==> src/rtl/fps_pkg.sv <==
// Package for the Fenwick tree point-set / prefix-sum block.
// Holds sizes, opcodes, FSM state type and controller/datapath command and status structs.
// No dependencies.
`default_nettype none

package fps_pkg;

    // Number of elements held in the tree
    localparam int NUM_ELEMENTS = 16;

    // Fixed field widths of the item and result beats
    localparam int IDX_W = 5;
    localparam int VAL_W = 32;

    // Element address and walk position widths; the walk can run up to 2*N
    localparam int ADDR_W = (NUM_ELEMENTS > 1) ? $clog2(NUM_ELEMENTS) : 1;
    localparam int POS_W  = (ADDR_W + 2 > IDX_W + 1) ? ADDR_W + 2 : IDX_W + 1;

    localparam logic [POS_W-1:0] NUM_POS = POS_W'(NUM_ELEMENTS);

    typedef logic [IDX_W-1:0]  t_index;
    typedef logic [VAL_W-1:0]  t_value;
    typedef logic [POS_W-1:0]  t_pos;
    typedef logic [ADDR_W-1:0] t_addr;

    typedef enum logic [0:0] {
        OP_SET   = 1'b0,
        OP_QUERY = 1'b1
    } t_opcode;

    typedef enum logic [2:0] {
        S_IDLE,
        S_ELEM,
        S_SET,
        S_QRY,
        S_EMIT
    } t_state;

    // Controller to datapath
    typedef struct packed {
        logic load;      // capture the accepted item
        logic elem_wr;   // form the change and write the element
        logic set_step;  // add change to one partial sum, climb the chain
        logic qry_step;  // accumulate one partial sum, descend the chain
        logic out_load;  // move the total into the output register
    } t_cmd;

    // Datapath to controller
    typedef struct packed {
        logic in_is_query;
        logic in_set_ok;
        logic pos_zero;
        logic pos_over;
        logic out_free;
    } t_sts;

endpackage

`default_nettype wire

==> src/rtl/fps_item_if.sv <==
// Valid/ready channels of the Fenwick tree block: item beat and result beat.
// Depends on fps_pkg.
`default_nettype none

interface fps_item_if import fps_pkg::*; ();
    logic    valid;
    logic    ready;
    t_opcode opcode;
    t_index  index;
    t_value  value;

    modport source (output valid, output opcode, output index, output value, input ready);
    modport sink   (input valid, input opcode, input index, input value, output ready);
endinterface

interface fps_result_if import fps_pkg::*; ();
    logic   valid;
    logic   ready;
    t_value prefix_total;

    modport source (output valid, output prefix_total, input ready);
    modport sink   (input valid, input prefix_total, output ready);
endinterface

`default_nettype wire

==> src/rtl/fps_ctrl.sv <==
// Controller FSM of the Fenwick tree block: sequences set and query walks.
// Depends on fps_pkg; drives the datapath through t_cmd, reads t_sts.
`default_nettype none

module fps_ctrl import fps_pkg::*; (
    input  wire logic i_clk,
    input  wire logic i_rst_n,
    input  wire logic i_in_valid,
    output logic      o_in_ready,
    input  wire t_sts i_sts,
    output t_cmd      o_cmd
);

    t_state r_state;
    t_state n_state;

    // State register
    always_ff @(posedge i_clk) begin
        if (!i_rst_n) begin
            r_state <= S_IDLE;
        end else begin
            r_state <= n_state;
        end
    end

    // Next state
    always_comb begin
        n_state = r_state;
        unique case (r_state)
            S_IDLE: begin
                if (i_in_valid) begin
                    if (i_sts.in_is_query) begin
                        n_state = S_QRY;
                    end else if (i_sts.in_set_ok) begin
                        n_state = S_ELEM;
                    end
                end
            end
            S_ELEM: n_state = S_SET;
            S_SET: begin
                if (i_sts.pos_over) begin
                    n_state = S_IDLE;
                end
            end
            S_QRY: begin
                if (i_sts.pos_zero) begin
                    n_state = S_EMIT;
                end
            end
            S_EMIT: begin
                if (i_sts.out_free) begin
                    n_state = S_IDLE;
                end
            end
            default: n_state = S_IDLE;
        endcase
    end

    // Outputs
    always_comb begin
        o_in_ready = 1'b0;
        o_cmd      = '0;
        unique case (r_state)
            S_IDLE: begin
                o_in_ready = 1'b1;
                o_cmd.load = i_in_valid;
            end
            S_ELEM: o_cmd.elem_wr  = 1'b1;
            S_SET:  o_cmd.set_step = !i_sts.pos_over;
            S_QRY:  o_cmd.qry_step = !i_sts.pos_zero;
            S_EMIT: o_cmd.out_load = i_sts.out_free;
            default: o_cmd = '0;
        endcase
    end

endmodule

`default_nettype wire

==> src/rtl/fps_datapath.sv <==
// Datapath of the Fenwick tree block: element and partial-sum stores, walk
// position, change and running total, and the result register. Depends on fps_pkg.
`default_nettype none

module fps_datapath import fps_pkg::*; (
    input  wire logic    i_clk,
    input  wire logic    i_rst_n,
    input  wire t_cmd    i_cmd,
    output t_sts         o_sts,
    input  wire t_opcode i_opcode,
    input  wire t_index  i_index,
    input  wire t_value  i_value,
    input  wire logic    i_out_ready,
    output logic         o_out_valid,
    output t_value       o_prefix_total
);

    t_value r_elem [NUM_ELEMENTS];
    t_value r_psum [NUM_ELEMENTS];
    t_pos   r_pos;
    t_value r_value;
    t_value r_change;
    t_value r_total;
    t_value r_out_data;
    logic   r_out_valid;

    t_pos   idx_ext;
    t_pos   pos_m1;
    t_pos   low_bit;
    t_addr  addr;

    // Index handling and lowest set bit of the walk position
    assign idx_ext = POS_W'(i_index);
    assign pos_m1  = r_pos - POS_W'(1);
    assign addr    = pos_m1[ADDR_W-1:0];
    assign low_bit = r_pos & (~r_pos + POS_W'(1));

    // Status back to the controller
    always_comb begin
        o_sts.in_is_query = (i_opcode == OP_QUERY);
        o_sts.in_set_ok   = (idx_ext != '0) && (idx_ext <= NUM_POS);
        o_sts.pos_zero    = (r_pos == '0);
        o_sts.pos_over    = (r_pos > NUM_POS);
        o_sts.out_free    = !r_out_valid || i_out_ready;
    end

    // Stores, cleared at reset
    always_ff @(posedge i_clk) begin
        if (!i_rst_n) begin
            for (int k = 0; k < NUM_ELEMENTS; k++) begin
                r_elem[k] <= '0;
                r_psum[k] <= '0;
            end
        end else begin
            if (i_cmd.elem_wr) begin
                r_elem[addr] <= r_value;
            end
            if (i_cmd.set_step) begin
                r_psum[addr] <= r_psum[addr] + r_change;
            end
        end
    end

    // Walk position, change and running total
    always_ff @(posedge i_clk) begin
        if (i_cmd.load) begin
            // a query past the end saturates to the last element
            if (i_opcode == OP_QUERY && idx_ext > NUM_POS) begin
                r_pos <= NUM_POS;
            end else begin
                r_pos <= idx_ext;
            end
            r_value <= i_value;
            r_total <= '0;
        end
        if (i_cmd.elem_wr) begin
            r_change <= r_value - r_elem[addr];
        end
        if (i_cmd.set_step) begin
            r_pos <= r_pos + low_bit;
        end
        if (i_cmd.qry_step) begin
            r_total <= r_total + r_psum[addr];
            r_pos   <= r_pos - low_bit;
        end
    end

    // Result register
    always_ff @(posedge i_clk) begin
        if (!i_rst_n) begin
            r_out_valid <= 1'b0;
        end else if (i_cmd.out_load) begin
            r_out_valid <= 1'b1;
        end else if (i_out_ready) begin
            r_out_valid <= 1'b0;
        end
    end

    always_ff @(posedge i_clk) begin
        if (i_cmd.out_load) begin
            r_out_data <= r_total;
        end
    end

    assign o_out_valid    = r_out_valid;
    assign o_prefix_total = r_out_data;

endmodule

`default_nettype wire

==> src/rtl/fenwick_point_set_prefix_sum.sv <==
// Fenwick tree with point set and prefix-sum query over NUM_ELEMENTS elements.
// Beats are taken one at a time, one store access per cycle: a set writes its element,
//   then one partial sum per step on the index's chain (up to log2(N)+1); an ignored
//   set has no walk; a query adds one partial sum per set bit of the saturated index.
// A full result register holds the finished query total until the waiting beat leaves.
// One item in flight; reset (synchronous, active low) clears both stores at once.
`default_nettype none

module fenwick_point_set_prefix_sum import fps_pkg::*; (
    input  wire logic    i_clk,
    input  wire logic    i_rst_n,
    fps_item_if.sink     i_item,
    fps_result_if.source o_result
);

    t_cmd cmd;
    t_sts sts;
    logic in_ready;

    // Controller
    fps_ctrl u_ctrl (
        .i_clk      (i_clk),
        .i_rst_n    (i_rst_n),
        .i_in_valid (i_item.valid),
        .o_in_ready (in_ready),
        .i_sts      (sts),
        .o_cmd      (cmd)
    );

    // Datapath
    fps_datapath u_dp (
        .i_clk          (i_clk),
        .i_rst_n        (i_rst_n),
        .i_cmd          (cmd),
        .o_sts          (sts),
        .i_opcode       (i_item.opcode),
        .i_index        (i_item.index),
        .i_value        (i_item.value),
        .i_out_ready    (o_result.ready),
        .o_out_valid    (o_result.valid),
        .o_prefix_total (o_result.prefix_total)
    );

    assign i_item.ready = in_ready;

    // At most one datapath action per cycle
    a_one_cmd: assert property (@(posedge i_clk) disable iff (!i_rst_n)
        $onehot0({cmd.load, cmd.elem_wr, cmd.set_step, cmd.qry_step, cmd.out_load}))
        else $error("more than one datapath command");

    // No walk step while the input side is open
    a_busy_closed: assert property (@(posedge i_clk) disable iff (!i_rst_n)
        in_ready |-> !(cmd.elem_wr || cmd.set_step || cmd.qry_step || cmd.out_load))
        else $error("datapath step while accepting items");

    // The set walk never touches a partial sum past the last element
    a_set_in_range: assert property (@(posedge i_clk) disable iff (!i_rst_n)
        cmd.set_step |-> !sts.pos_over)
        else $error("set walk out of range");

    // A result beat only appears after a load of the total
    a_out_source: assert property (@(posedge i_clk) disable iff (!i_rst_n)
        $rose(o_result.valid) |-> $past(cmd.out_load))
        else $error("result beat without total load");

endmodule

`default_nettype wire

==> src/flat_wrapper.sv <==
// flat-port wrapper written by rule: the top's interface ports become plain ports
module fenwick_point_set_prefix_sum_flat import fps_pkg::*;
  (i_clk, i_rst_n, i_item_valid, i_item_opcode, i_item_index, i_item_value, i_item_ready, o_result_valid, o_result_prefix_total, o_result_ready);
  fps_item_if i_item_i ();
  fps_result_if o_result_i ();
  input  wire logic i_clk;
  input  wire logic i_rst_n;
  input wire logic [$bits(i_item_i.valid)-1:0] i_item_valid;
  input wire logic [$bits(i_item_i.opcode)-1:0] i_item_opcode;
  input wire logic [$bits(i_item_i.index)-1:0] i_item_index;
  input wire logic [$bits(i_item_i.value)-1:0] i_item_value;
  output wire logic [$bits(i_item_i.ready)-1:0] i_item_ready;
  output wire logic [$bits(o_result_i.valid)-1:0] o_result_valid;
  output wire logic [$bits(o_result_i.prefix_total)-1:0] o_result_prefix_total;
  input wire logic [$bits(o_result_i.ready)-1:0] o_result_ready;
  assign i_item_i.valid = i_item_valid;
  assign i_item_i.opcode = i_item_opcode;
  assign i_item_i.index = i_item_index;
  assign i_item_i.value = i_item_value;
  assign i_item_ready = i_item_i.ready;
  assign o_result_valid = o_result_i.valid;
  assign o_result_prefix_total = o_result_i.prefix_total;
  assign o_result_i.ready = o_result_ready;
  fenwick_point_set_prefix_sum u_core (.i_clk(i_clk), .i_rst_n(i_rst_n), .i_item(i_item_i), .o_result(o_result_i));
endmodule
==> config.mk <==
export PLATFORM = sky130hd
export DESIGN_NAME = fenwick_point_set_prefix_sum_flat
export DESIGN_NICKNAME = d
export VERILOG_FILES = /design/src/rtl/fps_pkg.sv /design/src/rtl/fps_item_if.sv /design/src/rtl/fps_ctrl.sv /design/src/rtl/fps_datapath.sv /design/src/rtl/fenwick_point_set_prefix_sum.sv /design/src/flat_wrapper.sv
export SDC_FILE = /design/constraint.sdc
export NUM_CORES = 2
export LEC_CHECK = 0
export ABC_AREA = 1
export BUFFER_PORTS_ARGS = -buffer_cell sky130_fd_sc_hd__buf_2
export CAP_MARGIN = 5
export CELL_PAD_IN_SITES_DETAIL_PLACEMENT = 0
export CELL_PAD_IN_SITES_GLOBAL_PLACEMENT = 1
export CORE_MARGIN = 2
export CORE_UTILIZATION = 50
export CTS_CLUSTER_SIZE = 12
export DETAILED_ROUTE_END_ITERATION = 10
export GPL_ROUTABILITY_DRIVEN = 1
export PLACE_DENSITY_LB_ADDON = 0.1
export REMOVE_ABC_BUFFERS = 1
export SLEW_MARGIN = 20
export SYNTH_ARGS = -nofsm -noshare
export SYNTH_HDL_FRONTEND = slang
export SYNTH_SLANG_ARGS = --single-unit
==> constraint.sdc <==
create_clock -name i_clk -period 6.9 [get_ports i_clk]
set_input_delay 1.38 -clock i_clk [delete_from_list [all_inputs] [get_ports i_clk]]
set_output_delay 1.38 -clock i_clk [all_outputs]
set_load 0.02 [all_outputs]
# [After elaboration in Yosys (flattened, before gate mapping)]
# Memories as Yosys holds them, arrays and structs flattened.
# Cells that the tools add are included.
[op_classes] add_sub_neg=7 n_lt_le_gt_ge=3 eq_ne=9 n_mux=34 n_bitwise=2 n_reduce_logical=15
[op_table] op="$mux W32" n=4
[op_table] op="$add A32 B32 Y32" n=2
[op_table] op="$reduce_or A32 Y1" n=2
[op_table] op="$sub A32 B32 Y32" n=1
[op_table] op="$mux W3" n=6
[op_table] op="$mux W6" n=3
[op_table] op="$mux W1" n=17
[op_table] op="$pmux W3 S5" n=1
[op_table] op="$mux W4" n=2
[op_table] op="$ne A2 B2 Y1 const B" n=4
[op_table] op="$add A6 B1 Y6 const B" n=1
[op_table] op="$add A6 B6 Y6" n=1
[op_table] op="$and A6 B6 Y6" n=1
[op_table] op="$eq A3 B2 Y1 const B" n=2
[op_table] op="$gt A6 B5 Y1 const B" n=1
[op_table] op="$logic_not A6 Y1" n=1
[op_table] op="$not A6 Y6" n=1
[op_table] op="$reduce_bool A6 Y1" n=1
[op_table] op="$sub A6 B6 Y6" n=1
[op_table] op="$gt A5 B5 Y1 const B" n=1
[op_table] op="$le A5 B5 Y1 const B" n=1
[op_table] op="$mux W5" n=1
[op_table] op="$reduce_and A5 Y1" n=1
[op_table] op="$reduce_bool A2 Y1" n=2
[op_table] op="9 further kinds" n=12
[totals] reg_bits=138 ram_bits=1024 inputBits=42 output_inout_bits=34 wordCells=79 mem_count=2
[memory_table] name="u_core.u_dp.r_elem" words=16 word_bits=32 read_ports=1 rd_ports_with_merged_regs=0 write_ports=16 line="fps_datapath.sv:18" rtl="t_value r_elem [NUM_ELEMENTS];"
[memory_table] name="u_core.u_dp.r_psum" words=16 word_bits=32 read_ports=1 rd_ports_with_merged_regs=0 write_ports=16 line="fps_datapath.sv:19" rtl="t_value r_psum [NUM_ELEMENTS];"

# [Longest topological paths before layout]
[depth] depth_word=8 mapped_depth=32 ltp_nobuf=24

# [Cells and area by module]
# A second synthesis with hierarchy kept.
[hier_totals] hier_cells=5687 hier_area_um2=55645.9
[modules_own_cells] module="fps_datapath" instances=1 cells_each=5639 area_each_um2=55384.4 seq_area_each_um2=34793.4
[modules_own_cells] module="fps_ctrl" instances=1 cells_each=48 area_each_um2=261.5 seq_area_each_um2=60.1

# [Worst setup path before layout]
# OpenSTA, ideal clock, no wires.
[synth_path] path_type="register to register" from="reg u_core.u_dp.r_pos[0]" to="mem u_core.u_dp.r_psum[0][10] (netlist name) (data pin)" arrival_time_ps=5119 required_ps=6634 slack_ps=1515 stages_incl_launch_ff=30 period_less_slack_ps=5385 path_cell_list="edfxtp_1 buf_4 inv_2 buf_4 buf_2 buf_2 buf_2 buf_2 ha_1 inv_1 ha_1 buf_2 clkinv_1 nor2_2 buf_4 buf_2 nand2_1 nand2_1 a211oi_1 ha_1 fa_1 nand3_1 nand2_1 nand2_1 nand2_1 nand2_1 nand3_1 xnor2_1 clkbuf_1 nor2_1"
[synth_rtl] item="from (decl)" line="fps_datapath.sv:20" rtl="t_pos r_pos;"
[synth_rtl] item="from (signal assigned)" line="fps_datapath.sv:71" rtl="r_pos <= idx_ext;"
[synth_rtl] item="from (signal assigned)" line="fps_datapath.sv:80" rtl="r_pos <= r_pos + low_bit;"
[synth_rtl] item="from (signal assigned)" line="fps_datapath.sv:84" rtl="r_pos <= r_pos - low_bit;"
[synth_rtl] item="to (decl)" line="fps_datapath.sv:19"

==> out/summary.txt <==
status: complete, no violations
final instance area: 61,050 µm²
Initial Util: 0.5026
most frequent CP cell: nand2_1
Rel. slew slack: 0.1898
Max stage delay on crit path: 870 ps
Worst R2R Path Depth: 18
ys flop type: edfxtp_1
Antenna Cells: 0
grt ovf: 0
Clock transition at path regs: 60 ps
Max-cap violations: 0
antenna violations before repair: 2
mux contribution to synthesized area: 0.005783
die width: 336.8 µm
Async SR Flop Fraction: 0
hold depth: 0
R2R setup slack: 850 ps
Cell Area, Synth: 55,390 µm²
CP startpoint: u_core.u_dp.r_pos[0]$_DFFE_PP_
Fill cells: 9,809
first-pass GRT wire length: 268.6 mm
htree depth: 3
Post-Synth Simple-Gate Area: 0.1985
DR WL/cell: 26.26 µm
CTS buffer count: 120
initial DRC count: 4,612
f_max: 0.1652 GHz
number of synthesized flops with an enable pin: 1,158
share of cells above drive strength 1: 0.07977
Worst Setup Start Kind: flop
YS warnings: 0
Hold Crit Class: reg -> reg
Min-Delay Startpoint: u_core.u_dp.r_total[17]$_SDFFCE_PN0P_
register area share after synthesis: 0.6293
Post-Synth XOR/XNOR Area: 0.005376
final period utilization: 0.8774
post-synthesis compound-gate area fraction: 0.09235
hold-fix buffers at CTS: 0
vias in the first global route: 39.10k
largest net degree at the start of global routing: 177
slowest stage cell on the critical path: a211oi_1
DR DRC count: 0
CTS max path bufs: 3
crit-path leading delay family: buffers and inverters
Tmin final: 6054 ps
CTS resizes: 0
max-slew violation count: 0
post-DR vias/cell: 5.901
Die Y: 336.8 µm
area grow syn2layout: 10.23%
hold path endpoint: u_core.u_dp.o_prefix_total[17]$_DFFE_PP_
# setup viols final: 0
post-CTS setup buffer count: 0
GRT Overall Usage: 0.3282
Synth Register Bits: 1,162
clk_skew: 27.49 ps
register area: 34,850 µm²
multi-input logic area: 18,370 µm²
RePlAce Congestion: 0.9524
Avg Inst Size Synth: 9.933 µm²
CP Buf/Inv Count: 4
I/O pin total: 76
Post-Synthesis Cells: 5,576
RSZ-0062 raised after global routing: false
R2R Path End: u_core.u_dp.r_psum[0][20]$_SDFFCE_PN0P_
DIE AREA: 113,500 µm²
Post-DP HPWL: 109.6 mm
Critical Path End Type: flop
Unique masters post-synth: 48
Adder-Cell Fraction of Synth Area: 0.02526
Layout Nets: 5,701
CP cell instances: inv_8 -> buf_4 -> ha_4 -> inv_8 -> a21oi_1 -> a32o_1 -> nand2_1 -> nand2_1 -> a211oi_1 -> ha_1 -> nand2_1 -> nor2_1 -> and2_1 -> nand4_1 -> nand4_1 -> nand2_1 -> inv_1 -> nor2_1
Routed WL: 187.2 mm
crit path kind: reg -> reg
Antenna Nets Post-Route: 0
DRT Pass-1 Iters: 6
Sink Count: 1,162
actual slew at the worst max-slew pin: 1215 ps
Worst-Skew Late Latency: 740 ps
CP Max Fanout: 146
setup TNS: 0 ps
Reg2Reg Launch Point: u_core.u_dp.r_pos[0]$_DFFE_PP_
final core occ: 0.5540
# port buffers: 75
WP data arrival: 6510 ps
core box area: 110,200 µm²
via count: 42.07k
Root Driver: clkbuf_16
main combinational cell family by area after synthesis: simple AND/OR/NAND/NOR gates
Post-DP Area: 57,460 µm²
Worst EP required: 7350 ps
CTS tree: done
Final Hold Violating Endpoints: 0
row count: 122
cell usage after synthesis, drive strengths merged, types with 5 or more instances:
master	n	share of area
o221ai	64	0.010
edfxtp	1158	0.63
nand3	190	0.018
o21bai	16	0.0022
nor2	1522	0.10
nand3b	12	0.0016
a21o	8	0.0011
o21ai	331	0.030
a21oi	262	0.024
a22oi	7	0.00095
mux2i	32	0.0058
nand4	26	0.0029
o22ai	46	0.0052
o21a	9	0.0012
xor2	18	0.0028
and2	5	0.00056
a32o	61	0.011
buf	156	0.014
a211oi	42	0.0057
nand2	1005	0.068
ha	107	0.024
inv	218	0.015
clkbuf	212	0.014
nor3	26	0.0023
xnor2	16	0.0025
cell usage in the layout (no fill, tap or decap), types with 25 or more instances in the layout:
master / instances
a211oi_1: 41
o21ai_0: 329
a21oi_1: 262
a32o_1: 61
nand2_1: 972
mux2i_1: 32
ha_1: 106
nand2_2: 32
nand3_2: 33
o221ai_1: 64
buf_4: 138
buf_2: 75
clkbuf_1: 35
nor2_1: 1515
nand4_1: 26
edfxtp_1: 1158
nand3_1: 157
inv_1: 213
clkinv_1: 36
o22ai_1: 46
clkbuf_16: 122
nor3_1: 25
through the flow:
stage | hold WS [ps] | instances | setup slack (ps)
3_3_place_gp | 486.9 | 6915 | 904.7
3_5_place_dp | 478.6 | 6915 | 935.6
5_1_grt | 486.2 | 7129 | 578.5
2_1_floorplan | 433.4 | 5208 | -23690
6_report | 479.5 | 7129 | 845.8
4_1_cts | 487.6 | 7129 | 902.9
worst register-to-register path, delay by kind of cell, from the launching register on:
kind / cells / cell delay (ps)
compound gates: 3 / 1420
fa+ha+maj: 2 / 790
buf+inv: 4 / 1740
flops: 1 / 480
simple gates: 9 / 1340
flip-flops by register name, indices dropped and copies added, names as in the netlist, 3 cells and up:
signal / flops
u_core.u_dp.r_elem: 512
u_core.u_dp.r_pos: 6
u_core.u_dp.o_prefix_total: 32
u_core.u_dp.r_psum: 512
u_core.u_ctrl.r_state: 3
u_core.u_dp.r_value: 32
u_core.u_dp.r_change: 32
u_core.u_dp.r_total: 32
worst max-delay path by stage:
stage	to	slack (ps)	cells after the start
after floorplan	u_core.u_dp.r_psum[0][10]$_SDFFCE_PN0P_	-23690	18
after global placement	u_core.u_dp.r_psum[15][31]$_SDFFCE_PN0P_	900	18
after CTS	u_core.u_dp.r_psum[0][20]$_SDFFCE_PN0P_	900	18
final	u_core.u_dp.r_psum[0][20]$_SDFFCE_PN0P_	850	18
after detailed placement	u_core.u_dp.r_psum[0][20]$_SDFFCE_PN0P_	940	18
after global routing	u_core.u_dp.r_psum[4][27]$_SDFFCE_PN0P_	580	20
final cells by class:
type / count / area share
Clock inverter: 57 / 0.006578
Multi-Input combinational cell: 3824 / 0.3009
Timing Repair Buffer: 219 / 0.02508
Tap cell: 1488 / 0.03049
Sequential cell: 1162 / 0.5709
Inverter: 222 / 0.01389
Clock buffer: 157 / 0.05216
kinds of logic (layout without fill, tap and decap cells):
group / count (synthesis) / after routing
multiplexers: 32 / 32
adder cells (fa/ha/maj): 110 / 110
XOR/XNOR: 34 / 34
buffers and inverters: 590 / 655
AND/OR/NAND/NOR: 2793 / 2793
flip-flops: 1162 / 1162
AO/OA/AOI/OAI: 855 / 855
layer usage:
| metal | track usage | vias to the layer above | share of wire |
|---|---|---|---|
| li1 | - | 19080 | - |
| met1 | 0.4435 | 20630 | 0.40 |
| met2 | 0.5386 | 1953 | 0.48 |
| met3 | 0.04308 | 413 | 0.077 |
| met4 | 0.1325 | 0 | 0.045 |
| met5 | 0 | - | 0 |
Power is left out: the tool's default activity adds up to more than one toggle a clock period on the data nets, which glitch-free logic cannot reach.
